[src/hw/rtl/sjsr_pkg.sv]
// Package for the servo joint slew ramp: field widths, register indexes,
// divide-by-180 reciprocal constants and the pipeline load struct.
// No dependencies.
package sjsr_pkg;

	localparam int NUM_JOINTS = 3;
	localparam int ANGLE_W    = 10;
	localparam int STEP_W     = 8;
	localparam int CFG_W      = 12;
	localparam int DIST_W     = ANGLE_W + 1;

	// input tdata: target_coxa, target_femur, target_tibia, step_size
	localparam int IN_BITS    = NUM_JOINTS * ANGLE_W + STEP_W;
	localparam int IN_TDATA_W = ((IN_BITS + 7) / 8) * 8;

	// configuration register indexes
	localparam int CFG_IDX_W = 3;
	localparam logic [CFG_IDX_W-1:0] REG_COXA_MIN  = 3'd0;
	localparam logic [CFG_IDX_W-1:0] REG_COXA_MAX  = 3'd1;
	localparam logic [CFG_IDX_W-1:0] REG_FEMUR_MIN = 3'd2;
	localparam logic [CFG_IDX_W-1:0] REG_FEMUR_MAX = 3'd3;
	localparam logic [CFG_IDX_W-1:0] REG_TIBIA_MIN = 3'd4;
	localparam logic [CFG_IDX_W-1:0] REG_TIBIA_MAX = 3'd5;

	localparam logic [CFG_W-1:0] PULSE_MIN_RST = 12'd150;
	localparam logic [CFG_W-1:0] PULSE_MAX_RST = 12'd600;

	// opcodes
	localparam logic OP_JUMP = 1'b0;
	localparam logic OP_RAMP = 1'b1;

	// scaling datapath
	localparam int SPAN_W = CFG_W + 1;            // max - min, signed
	localparam int PROD_W = ANGLE_W + SPAN_W;     // angle * span, signed
	localparam int MAG_W  = PROD_W - 1;           // |product|
	localparam int QIN_W  = MAG_W - 2;            // |product| / 4
	localparam int RECIP_W = 22;
	localparam int RECIP_SHIFT = 27;
	// ceil(2^27 / 45): exact floor(n / 45) for n < 2^20
	localparam logic [RECIP_W-1:0] RECIP_45 = 22'd2982617;
	localparam int QPROD_W = QIN_W + RECIP_W;
	localparam int QUO_W   = QPROD_W - RECIP_SHIFT;
	localparam int SUM_W   = 18;

	typedef struct packed {
		logic ld1;   // item accepted into the lanes
		logic ld2;
		logic ld3;
		logic ld4;   // output register loads
	} stage_ld_t;

endpackage

[src/hw/rtl/sjsr_lane.sv]
// One joint lane: holds the current angle and steps it toward the target.
// Depends on sjsr_pkg.
module sjsr_lane (
	input  logic                                clk,
	input  logic                                arst_n,
	input  sjsr_pkg::stage_ld_t                 ld,
	input  logic                                opcode,
	input  logic signed [sjsr_pkg::ANGLE_W-1:0] target,
	input  logic [sjsr_pkg::STEP_W-1:0]         step_size,
	output logic signed [sjsr_pkg::ANGLE_W-1:0] angle_s1,
	output logic                                write_s1
);

	logic signed [sjsr_pkg::ANGLE_W-1:0] angle_q;
	logic signed [sjsr_pkg::DIST_W-1:0]  cur_x, tgt_x, diff, step_x, nxt_x;
	logic [sjsr_pkg::DIST_W-1:0]         delta_mag;
	logic                                differ;

	always_comb begin
		cur_x  = sjsr_pkg::DIST_W'(angle_q);
		tgt_x  = sjsr_pkg::DIST_W'(target);
		step_x = $signed({{(sjsr_pkg::DIST_W-sjsr_pkg::STEP_W){1'b0}}, step_size});
		diff   = tgt_x - cur_x;
		delta_mag = diff[sjsr_pkg::DIST_W-1] ? sjsr_pkg::DIST_W'(-diff)
		                                     : sjsr_pkg::DIST_W'(diff);
		differ = (angle_q != target);
		priority if (!differ) begin
			nxt_x = cur_x;
		end else if (opcode == sjsr_pkg::OP_JUMP || delta_mag < $unsigned(step_x)) begin
			nxt_x = tgt_x;
		end else if (!diff[sjsr_pkg::DIST_W-1]) begin
			nxt_x = cur_x + step_x;
		end else begin
			nxt_x = cur_x - step_x;
		end
	end

	// ramped angle stays between old value and target, so it fits
	always_ff @(posedge clk or negedge arst_n) begin
		if (!arst_n) begin
			angle_q <= '1;
		end else if (ld.ld1) begin
			angle_q <= nxt_x[sjsr_pkg::ANGLE_W-1:0];
		end
	end

	always_ff @(posedge clk) begin
		if (ld.ld1) begin
			angle_s1 <= nxt_x[sjsr_pkg::ANGLE_W-1:0];
			write_s1 <= differ;
		end
	end

endmodule

[src/hw/rtl/sjsr_scale.sv]
// Pulse scaling for one joint: angle*(max-min)/180 + min, saturated.
// Three stages (multiply, reciprocal divide, add and clamp). Depends on sjsr_pkg.
module sjsr_scale #(
	parameter int PULSE_BITS = 12
) (
	input  logic                                clk,
	input  sjsr_pkg::stage_ld_t                 ld,
	input  logic signed [sjsr_pkg::ANGLE_W-1:0] angle_s1,
	input  logic                                write_s1,
	input  logic [sjsr_pkg::CFG_W-1:0]          pulse_min,
	input  logic [sjsr_pkg::CFG_W-1:0]          pulse_max,
	output logic [PULSE_BITS-1:0]               pulse_s4,
	output logic                                write_s4
);

	localparam logic signed [sjsr_pkg::SUM_W-1:0] PULSE_TOP =
		sjsr_pkg::SUM_W'((1 << PULSE_BITS) - 1);

	logic signed [sjsr_pkg::PROD_W-1:0]  angle_x, span_x, prod_c, prod_s2;
	logic                                write_s2, write_s3, neg_s3;
	logic [sjsr_pkg::MAG_W-1:0]          mag;
	logic [sjsr_pkg::QPROD_W-1:0]        qprod;
	logic [sjsr_pkg::QUO_W-1:0]          quo_s3;
	logic signed [sjsr_pkg::SUM_W-1:0]   quo_x, min_x, sum, sat;

	// stage 2: signed product
	always_comb begin
		angle_x = sjsr_pkg::PROD_W'(angle_s1);
		span_x  = sjsr_pkg::PROD_W'($signed({1'b0, pulse_max}) - $signed({1'b0, pulse_min}));
		prod_c  = angle_x * span_x;
	end

	always_ff @(posedge clk) begin
		if (ld.ld2) begin
			prod_s2  <= prod_c;
			write_s2 <= write_s1;
		end
	end

	// stage 3: |p|/180 = (|p|>>2)/45 by reciprocal, sign kept aside
	always_comb begin
		mag   = prod_s2[sjsr_pkg::PROD_W-1] ? sjsr_pkg::MAG_W'(-prod_s2)
		                                    : sjsr_pkg::MAG_W'(prod_s2);
		qprod = sjsr_pkg::QPROD_W'(mag[sjsr_pkg::MAG_W-1:2])
		        * sjsr_pkg::QPROD_W'(sjsr_pkg::RECIP_45);
	end

	always_ff @(posedge clk) begin
		if (ld.ld3) begin
			quo_s3   <= qprod[sjsr_pkg::QPROD_W-1:sjsr_pkg::RECIP_SHIFT];
			neg_s3   <= prod_s2[sjsr_pkg::PROD_W-1];
			write_s3 <= write_s2;
		end
	end

	// stage 4: restore sign (truncation toward zero), add min, clamp
	always_comb begin
		quo_x = $signed(sjsr_pkg::SUM_W'(quo_s3));
		if (neg_s3) begin
			quo_x = -quo_x;
		end
		min_x = $signed(sjsr_pkg::SUM_W'(pulse_min));
		sum   = quo_x + min_x;
		priority if (sum < 0) begin
			sat = '0;
		end else if (sum > PULSE_TOP) begin
			sat = PULSE_TOP;
		end else begin
			sat = sum;
		end
	end

	always_ff @(posedge clk) begin
		if (ld.ld4) begin
			pulse_s4 <= write_s3 ? sat[PULSE_BITS-1:0] : '0;
			write_s4 <= write_s3;
		end
	end

endmodule

[src/hw/rtl/servo_joint_slew_ramp_top.sv]
// Throughput: 1 item per cycle while m_tready does not stall the result stream.
// The angle update loop (compare, step) closes through one angle register per lane; scaling
// runs in three further stages (multiply, reciprocal divide, add/clamp).
// Reset (arst_n, async): angles -1, pulse ranges 150..600, pipeline empty.
// s_tready drops only while the output register holds an untaken result and
// every stage behind it is full.
module servo_joint_slew_ramp_top #(
	parameter int PULSE_BITS = 12
) (
	input  logic                                 clk,
	input  logic                                 arst_n,
	// input items
	input  logic                                 s_tvalid,
	output logic                                 s_tready,
	// tdata: target_coxa[9:0], target_femur[19:10], target_tibia[29:20],
	//        step_size[37:30], zero fill
	input  logic [sjsr_pkg::IN_TDATA_W-1:0]      s_tdata,
	// tuser: opcode[0]
	input  logic [0:0]                           s_tuser,
	// result items
	output logic                                 m_tvalid,
	input  logic                                 m_tready,
	// tdata: pulse_coxa, pulse_femur, pulse_tibia (PULSE_BITS each),
	//        write_coxa, write_femur, write_tibia, stopped, zero fill
	output logic [((3*PULSE_BITS+4+7)/8)*8-1:0]  m_tdata,
	// configuration writes
	input  logic                                 cfg_valid,
	output logic                                 cfg_ready,
	input  logic [sjsr_pkg::CFG_IDX_W-1:0]       cfg_index,
	input  logic [sjsr_pkg::CFG_W-1:0]           cfg_data
);

	localparam int NJ = sjsr_pkg::NUM_JOINTS;
	localparam int AW = sjsr_pkg::ANGLE_W;
	localparam int FLAG_LSB = NJ * PULSE_BITS;

	// pulse range registers, one pair per joint
	logic [sjsr_pkg::CFG_W-1:0] pmin_q [NJ];
	logic [sjsr_pkg::CFG_W-1:0] pmax_q [NJ];

	// pipeline occupancy
	logic valid_s1, valid_s2, valid_s3, valid_s4;
	logic ready1, ready2, ready3, ready4;
	sjsr_pkg::stage_ld_t ld;

	logic signed [AW-1:0]  angle_s1 [NJ];
	logic                  write_s1 [NJ];
	logic [PULSE_BITS-1:0] pulse_s4 [NJ];
	logic                  write_s4 [NJ];

	assign cfg_ready = 1'b1;

	always_ff @(posedge clk or negedge arst_n) begin
		if (!arst_n) begin
			for (int j = 0; j < NJ; j++) begin
				pmin_q[j] <= sjsr_pkg::PULSE_MIN_RST;
				pmax_q[j] <= sjsr_pkg::PULSE_MAX_RST;
			end
		end else if (cfg_valid) begin
			// indexes past the last register are dropped
			unique case (cfg_index)
				sjsr_pkg::REG_COXA_MIN:  pmin_q[0] <= cfg_data;
				sjsr_pkg::REG_COXA_MAX:  pmax_q[0] <= cfg_data;
				sjsr_pkg::REG_FEMUR_MIN: pmin_q[1] <= cfg_data;
				sjsr_pkg::REG_FEMUR_MAX: pmax_q[1] <= cfg_data;
				sjsr_pkg::REG_TIBIA_MIN: pmin_q[2] <= cfg_data;
				sjsr_pkg::REG_TIBIA_MAX: pmax_q[2] <= cfg_data;
				default: ;
			endcase
		end
	end

	// each stage loads when it is empty or its item moves on this edge
	always_comb begin
		ready4 = !valid_s4 || m_tready;
		ready3 = !valid_s3 || ready4;
		ready2 = !valid_s2 || ready3;
		ready1 = !valid_s1 || ready2;
		ld.ld1 = s_tvalid && ready1;
		ld.ld2 = valid_s1 && ready2;
		ld.ld3 = valid_s2 && ready3;
		ld.ld4 = valid_s3 && ready4;
	end

	assign s_tready = ready1;

	always_ff @(posedge clk or negedge arst_n) begin
		if (!arst_n) begin
			valid_s1 <= 1'b0;
			valid_s2 <= 1'b0;
			valid_s3 <= 1'b0;
			valid_s4 <= 1'b0;
		end else begin
			if (ld.ld1)      valid_s1 <= 1'b1;
			else if (ld.ld2) valid_s1 <= 1'b0;
			if (ld.ld2)      valid_s2 <= 1'b1;
			else if (ld.ld3) valid_s2 <= 1'b0;
			if (ld.ld3)      valid_s3 <= 1'b1;
			else if (ld.ld4) valid_s3 <= 1'b0;
			if (ld.ld4)      valid_s4 <= 1'b1;
			else if (m_tready) valid_s4 <= 1'b0;
		end
	end

	// one lane per joint: angle update, then pulse scaling
	for (genvar j = 0; j < NJ; j++) begin : g_joint
		sjsr_lane u_lane (
			.clk       (clk),
			.arst_n    (arst_n),
			.ld        (ld),
			.opcode    (s_tuser[0]),
			.target    ($signed(s_tdata[j*AW +: AW])),
			.step_size (s_tdata[NJ*AW +: sjsr_pkg::STEP_W]),
			.angle_s1  (angle_s1[j]),
			.write_s1  (write_s1[j])
		);

		sjsr_scale #(
			.PULSE_BITS (PULSE_BITS)
		) u_scale (
			.clk       (clk),
			.ld        (ld),
			.angle_s1  (angle_s1[j]),
			.write_s1  (write_s1[j]),
			.pulse_min (pmin_q[j]),
			.pulse_max (pmax_q[j]),
			.pulse_s4  (pulse_s4[j]),
			.write_s4  (write_s4[j])
		);
	end

	// merge: pack lane results, stopped when no joint moved
	assign m_tvalid = valid_s4;

	always_comb begin
		m_tdata = '0;
		for (int j = 0; j < NJ; j++) begin
			m_tdata[j*PULSE_BITS +: PULSE_BITS] = pulse_s4[j];
			m_tdata[FLAG_LSB + j]               = write_s4[j];
		end
		m_tdata[FLAG_LSB + NJ] = !(write_s4[0] || write_s4[1] || write_s4[2]);
	end

endmodule

[config.mk]
export PLATFORM = sky130hd
export DESIGN_NAME = servo_joint_slew_ramp_top
export DESIGN_NICKNAME = d
export VERILOG_FILES = /design/src/hw/rtl/sjsr_pkg.sv /design/src/hw/rtl/sjsr_lane.sv /design/src/hw/rtl/sjsr_scale.sv /design/src/hw/rtl/servo_joint_slew_ramp_top.sv
export SDC_FILE = /design/constraint.sdc
export NUM_CORES = 2
export LEC_CHECK = 0
export ABC_CLOCK_PERIOD_IN_PS = 8800
export BUFFER_PORTS_ARGS = -buffer_cell sky130_fd_sc_hd__buf_2
export CORE_ASPECT_RATIO = 1.75
export CORE_MARGIN = 5
export CORE_UTILIZATION = 60
export CTS_CLUSTER_SIZE = 28
export DETAILED_ROUTE_END_ITERATION = 10
export MAX_ROUTING_LAYER = met4
export PLACE_DENSITY_LB_ADDON = 0.25
export SETUP_SLACK_MARGIN = 0.3
export SLEW_MARGIN = 20
export SYNTH_ARGS = -nofsm -noshare
export SYNTH_HDL_FRONTEND = slang
export SYNTH_SLANG_ARGS = --single-unit
[constraint.sdc]
create_clock -name clk -period 8.8 [get_ports clk]
set_input_delay 0 -clock clk [delete_from_list [all_inputs] [get_ports clk]]
set_output_delay 0 -clock clk [all_outputs]
set_load 0.01 [all_outputs]
== Word level (Yosys, flattened, before mapping) ==
Cells that the tools add are included.
Storage, ports and cells
  logic and storage cells: 152
  flip-flop bits (word level): 301
  output and inout port bits: 43
Cells by class
  magnitude comparators: 9
  reduce and logical (&&, ||, !) cells: 32
  equality and inequality tests: 8
  muxes and demuxes: 29
  multiply operators: 6
  add/sub/neg operators: 24
  bitwise gates (word level): 4
Operator list (count)
  multiplier 20 x 22 -> 42 bit (second input constant): 3
  two-way mux 10 bit: 9
  multiplier 10 x 13 -> 23 bit: 3
  two-way mux 22 bit: 3
  negator 22 bit: 3
  adder 18 x 13 -> 18 bit: 3
  > comparator 18 x 13 -> 1 bit (second input constant): 3
  less-than comparator 18 x 1 -> 1 bit (second input constant): 3
  two-way mux 18 bit: 3
  negator 15 -> 18 bit: 3
  subtractor 12 x 12 -> 13 bit: 3
  two-way mux 12 bit: 3
  less-than comparator 11 x 8 -> 1 bit: 3
  two-way mux 11 bit: 3
  negator 11 bit: 3
  subtractor 10 x 10 -> 11 bit: 3
  adder 10 x 9 -> 10 bit: 3
  != test 10 bit: 3
  subtractor 10 x 9 -> 10 bit: 3
  AND reduction 2 bit: 6
  logical OR 1 bit: 9
  two-way mux 1 bit: 8
  nonzero test 2 bit: 4
  == test 3 x 2 -> 1 bit (second input constant): 2
  7 further kinds: 20

== Longest topological paths before layout ==
  depth after elaboration: 7
  depth in mapped cells: 34
  mapped depth without buffers: 34

== Modules after synthesis ==
Synthesis repeated with hierarchy kept, for this count alone.
Unflattened totals
  cells, all modules: 5586
  area, all modules: 53948.0 sq um
By module, submodules not included
  sjsr_scale (g_joint[1].u_scale): cells an instance 1567, times used 1, area an instance 14843.0 sq um, sequential area each 1621.6 sq um
  sjsr_scale (g_joint[0].u_scale): cells an instance 1523, times used 1, area an instance 14552.7 sq um, sequential area each 1621.6 sq um
  sjsr_scale (g_joint[2].u_scale): cells an instance 1517, times used 1, area an instance 14442.6 sq um, sequential area each 1621.6 sq um
  sjsr_lane: cells an instance 268, times used 3, area an instance 2328.5 sq um, sequential area each 593.1 sq um
  servo_joint_slew_ramp_top: cells an instance 175, times used 1, area an instance 3124.2 sq um, sequential area each 1931.9 sq um

== Worst setup path after synthesis ==
OpenSTA, ideal clock, no wires.
  kind: reg-to-reg
  from: register g_joint[2].u_scale.prod_s2[2] (netlist bit)
  to: register g_joint[2].u_scale.quo_s3[14] (netlist bit), data pin
  setup time: 260 ps
  data arrival time: 8869 ps
  cell stages (with the launch flop): 32
  slack: -329 ps
  cells stage by stage: edfxtp_1 > or4_1 > nor4_2 > or4b_1 > or4_4 > or4_1 > or3_4 > or3_4 > nand2_1 > xnor2_1 > ha_1 > inv_1 > fa_1 > inv_1 > fa_1 > fa_1 > fa_1 > inv_1 > fa_1 > inv_1 > ha_1 > a21oi_1 > o22ai_1 > or4_1 > a31oi_1 > o211ai_1 > a221oi_1 > o21ai_0 > o31a_1 > a211o_1 > a21oi_1 > xnor2_1
On the way
  cells in the longest elaborated chain, start to end: 3
Ends and longest elaborated chain
  from (decl): RTL line sjsr_scale.sv:19  | logic signed [sjsr_pkg::PROD_W-1:0] angle_x, span_x, prod_c, prod_s2;
  from (signal assigned): RTL line sjsr_scale.sv:35  | prod_s2 <= prod_c;
  negator 22 bit: RTL line sjsr_scale.sv:42  | mag = prod_s2[sjsr_pkg::PROD_W-1] ? sjsr_pkg::MAG_W'(-prod_s2)
  two-way mux 22 bit (*): RTL line sjsr_scale.sv:42
  multiplier 20 x 22 -> 42 bit (*): RTL line sjsr_scale.sv:45  | * sjsr_pkg::QPROD_W'(sjsr_pkg::RECIP_45);
  net g_joint[2].u_scale.qprod (one bit): RTL line sjsr_scale.sv:22  | logic [sjsr_pkg::QPROD_W-1:0] qprod;
  to (signal assigned): RTL line sjsr_scale.sv:50  | quo_s3 <= qprod[sjsr_pkg::QPROD_W-1:sjsr_pkg::RECIP_SHIFT];
  to (decl): RTL line sjsr_scale.sv:23  | logic [sjsr_pkg::QUO_W-1:0] quo_s3;
Mark *: on every way through the listed nets, which the timed path passes. The rest lies on a longest branch.
A chain may end at the register's enable or synchronous reset.

== Worst setup path in the final report ==
  from: register g_joint[2].u_scale.prod_s2[1] (netlist bit)
  to: register g_joint[2].u_scale.quo_s3[12] (netlist bit), data pin
On the way
  cells in the longest elaborated chain, start to end: 3
Ends and longest elaborated chain (RTL line)
  negator 22 bit: sjsr_scale.sv:42
  two-way mux 22 bit: sjsr_scale.sv:42
  multiplier 20 x 22 -> 42 bit: sjsr_scale.sv:45
  net g_joint[2].u_scale.qprod (one bit): sjsr_scale.sv:22
The timed path passes the listed nets, and every way through them passes these cells.

==> qor.csv <==
metric,value,unit
outcome,finished with violations,
failing checks,setup timing,
Worst path slowest cell,or4_4,
Yosys top cell area share,26.7,%
Mean Syn Cell Area,9.61,sq um
global-route wire length before repair,212,mm
Remaining DRCs,0,
Crit path max-delay family,simple AND/OR/NAND/NOR gates,
Crit path top cell by count,fa_1,
Max Slew Vio Count,0,
number of fillers in the final layout,6865,
syn_nets,6994,
reg2reg path depth,30,
Final setup viols,10,
critical path required time,9080,ps
die height,399,microns
async set-or-reset flop fraction in the synthesized netlist,35.2,%
total number of vias,38173,
clock root cell,clkbuf_16,
vias per cell,5.55,
"most common cell after layout, fill and taps aside",inv_1,
largest net degree at the start of global routing,75,
fmax,110,MHz
"Cell Area, Synth",0.0519,sq mm
Initial Util,60.5,%
DP HPWL,111,mm
"Non-Filler Cell Area, Final",0.0577,sq mm
H-tree levels,2,
Max clock buf depth,3,
initial antenna violation count,5,
Critical Path End Type,flip-flop,
gpl congestion,1.02,
number of synthesized flops with an enable pin,195,
"Seq/Total Area, Yosys",16.5,%
worst-margin pin slew,1080,ps
Hold Path Class,in -> reg,
CTS tree,built,
Yosys top cell by area,fa_1,
register bit total from synthesis,301,
Final #Nets,7287,
1st-pass router iterations,6,
post-route ant nets,0,
gr ovfl total,0,
top post-synthesis cells by area,"fa_1, ha_1, edfxtp_1, inv_1, xnor2_1",
Buffers on Ports,100,
clock buffer count from CTS,34,
WP buf/inv,3,
Clock Latency Late Sink,570,ps
worst reg2reg startpoint,g_joint[2].u_scale.prod_s2[1],
Gate Count Post-Synth,5399,
Worst-path clk slew,70,ps
MaxCap Viol Count,0,
warning count from the yosys run,0,
DP Area,0.0548,sq mm
slew margin rel.,27.2,%
Hold Fails Final Rpt,0,
vias in the first global route,41459,
Post-synth top flop,edfxtp_1,
final setup margin,-276,ps
layout cell share with drive strength beyond 1,11.5,%
max incr delay on CP,560,ps
most frequent cells in the layout,"inv_1, ha_1, fa_1, nand2_1, xnor2_1",
Crit Path Max Fanout,5,
RSZ-0062 raised after global routing,yes,
WL per Instance,19.1,microns
Die X,232,microns
Setup CP Type,reg -> reg,
dpl cells,6709,
setup tns final,-1600,ps
Die ar.,0.0927,sq mm
RR Endpoint,g_joint[2].u_scale.quo_s3[12],
Clock Sink Count,301,
synth-to-layout area growth,11.1,%
I/O pin count,104,
number of placement rows,142,
period utilisation layout,103,%
Final Non-Filler Cells,6873,
Initial DRC Count,1721,
number of cells on the critical path,30,
Layout Utilization,67.2,%
Setup Skew,45.3,ps
Core Region,0.0858,sq mm
DRT Wirelength,131,mm
CP Launch Type,flip-flop,
WP data arrival,9360,ps
R2R setup slack,-280,ps
total track usage,29.7,%
Final min period,9080,ps
Critical path origin,g_joint[2].u_scale.prod_s2[1],
Netlist cell types,86,
CP endpoint,g_joint[2].u_scale.quo_s3[12],
==> state kept, by name, indices dropped and copies added (netlist names), 30 cells and up <==
signal / count
g_joint.u_scale.prod_s2: 69
g_joint.u_scale.pulse_s4: 36
g_joint.u_lane.angle_q: 30
g_joint.u_scale.quo_s3: 45
pmax_q: 36
g_joint.u_lane.angle_s1: 30
pmin_q: 36
==> routing by layer <==
metal  vias up  GRT usage, %  wire length (microns)
met4         0          13.8                   7880
met5         -             -                      0
met1     18974          31.3                  47100
li1      17991             -                      -
met2       841          55.7                  71500
met3       367          2.75                   4700
==> per-stage QoR <==
step | setup WS, ps | hold WS, ps
2_1_floorplan | 28.1 | -296
3_3_place_gp | -316 | -18.9
3_5_place_dp | -425 | -13.7
4_1_cts | -296 | 12.3
5_1_grt | -573 | 59.6
6_report | -276 | 34.8
==> how the worst min path moves through the flow <==
stage / start / endpoint / slack [ps] / cells after the start
floorplan: arst_n / m_tvalid / -300 / 0
global placement: arst_n / pmin_q[34] / -20 / 1
detailed placement: arst_n / m_tvalid / -10 / 1
CTS: cfg_index[0] / pmin_q[7] / 10 / 5
global route: cfg_index[0] / pmin_q[10] / 60 / 4
finish: cfg_index[0] / pmin_q[7] / 30 / 5
==> tightest hold or removal path, cell delays in order <==
cell and delay, ps:
buf_2 140, nor3_2 60, buf_4 210, nand2_1 90, o21ai_0 80
==> cells in the mapped netlist (26+ instances only) <==
library cell and count:
dfstp_2 54, mux2_2 46, nor2_1 186, o21a_1 48, o21ai_0 222, nand2_1 440, a21o_1 74, a21boi_0 35
fa_1 693, nor2b_1 100, ha_1 841, o31ai_1 26, dfrtp_1 52, xor2_1 85, edfxtp_1 195, and2_1 130
inv_1 1145, nor3_1 53, mux2i_1 37, a21oi_1 175, xnor2_1 277, nand3_1 34, clkbuf_1 79, nand2b_1 66
==> cell families after synthesis <==
group                      synth area share (%)
buffers and inverters                      9.05
other                                   0.00723
AOI/OAI and AO/OA                          8.79
and+or+nand+nor                            10.8
DFF                                        16.5
muxes                                      1.71
adders and majority gates                  47.0
xor gates and xnor gates                   6.14
==> layout make-up <==
cell class | instances | area (sq um) | area share [%]
diodes | 4 | 10.0 | 0.0174
multi-input cells | 3853 | 39600 | 68.6
flip-flops and latches | 301 | 8580 | 14.9
clock buffers | 41 | 961 | 1.67
clock inverters | 20 | 196 | 0.341
well taps | 1152 | 1440 | 2.50
repair buffers | 352 | 2590 | 4.49
inverters | 1150 | 4320 | 7.48
==> repair_timing <==
action,in CTS,in global routing
hold buffers,51,0
setup endpoints to repair,37,53
hold endpoints to repair,166,0
pin swaps,44,39
buffers inserted,27,20
gates resized for setup,86,95
Power is not shown: default switching activity piles up to over one toggle a cycle in this logic, so the estimate is an artifact.
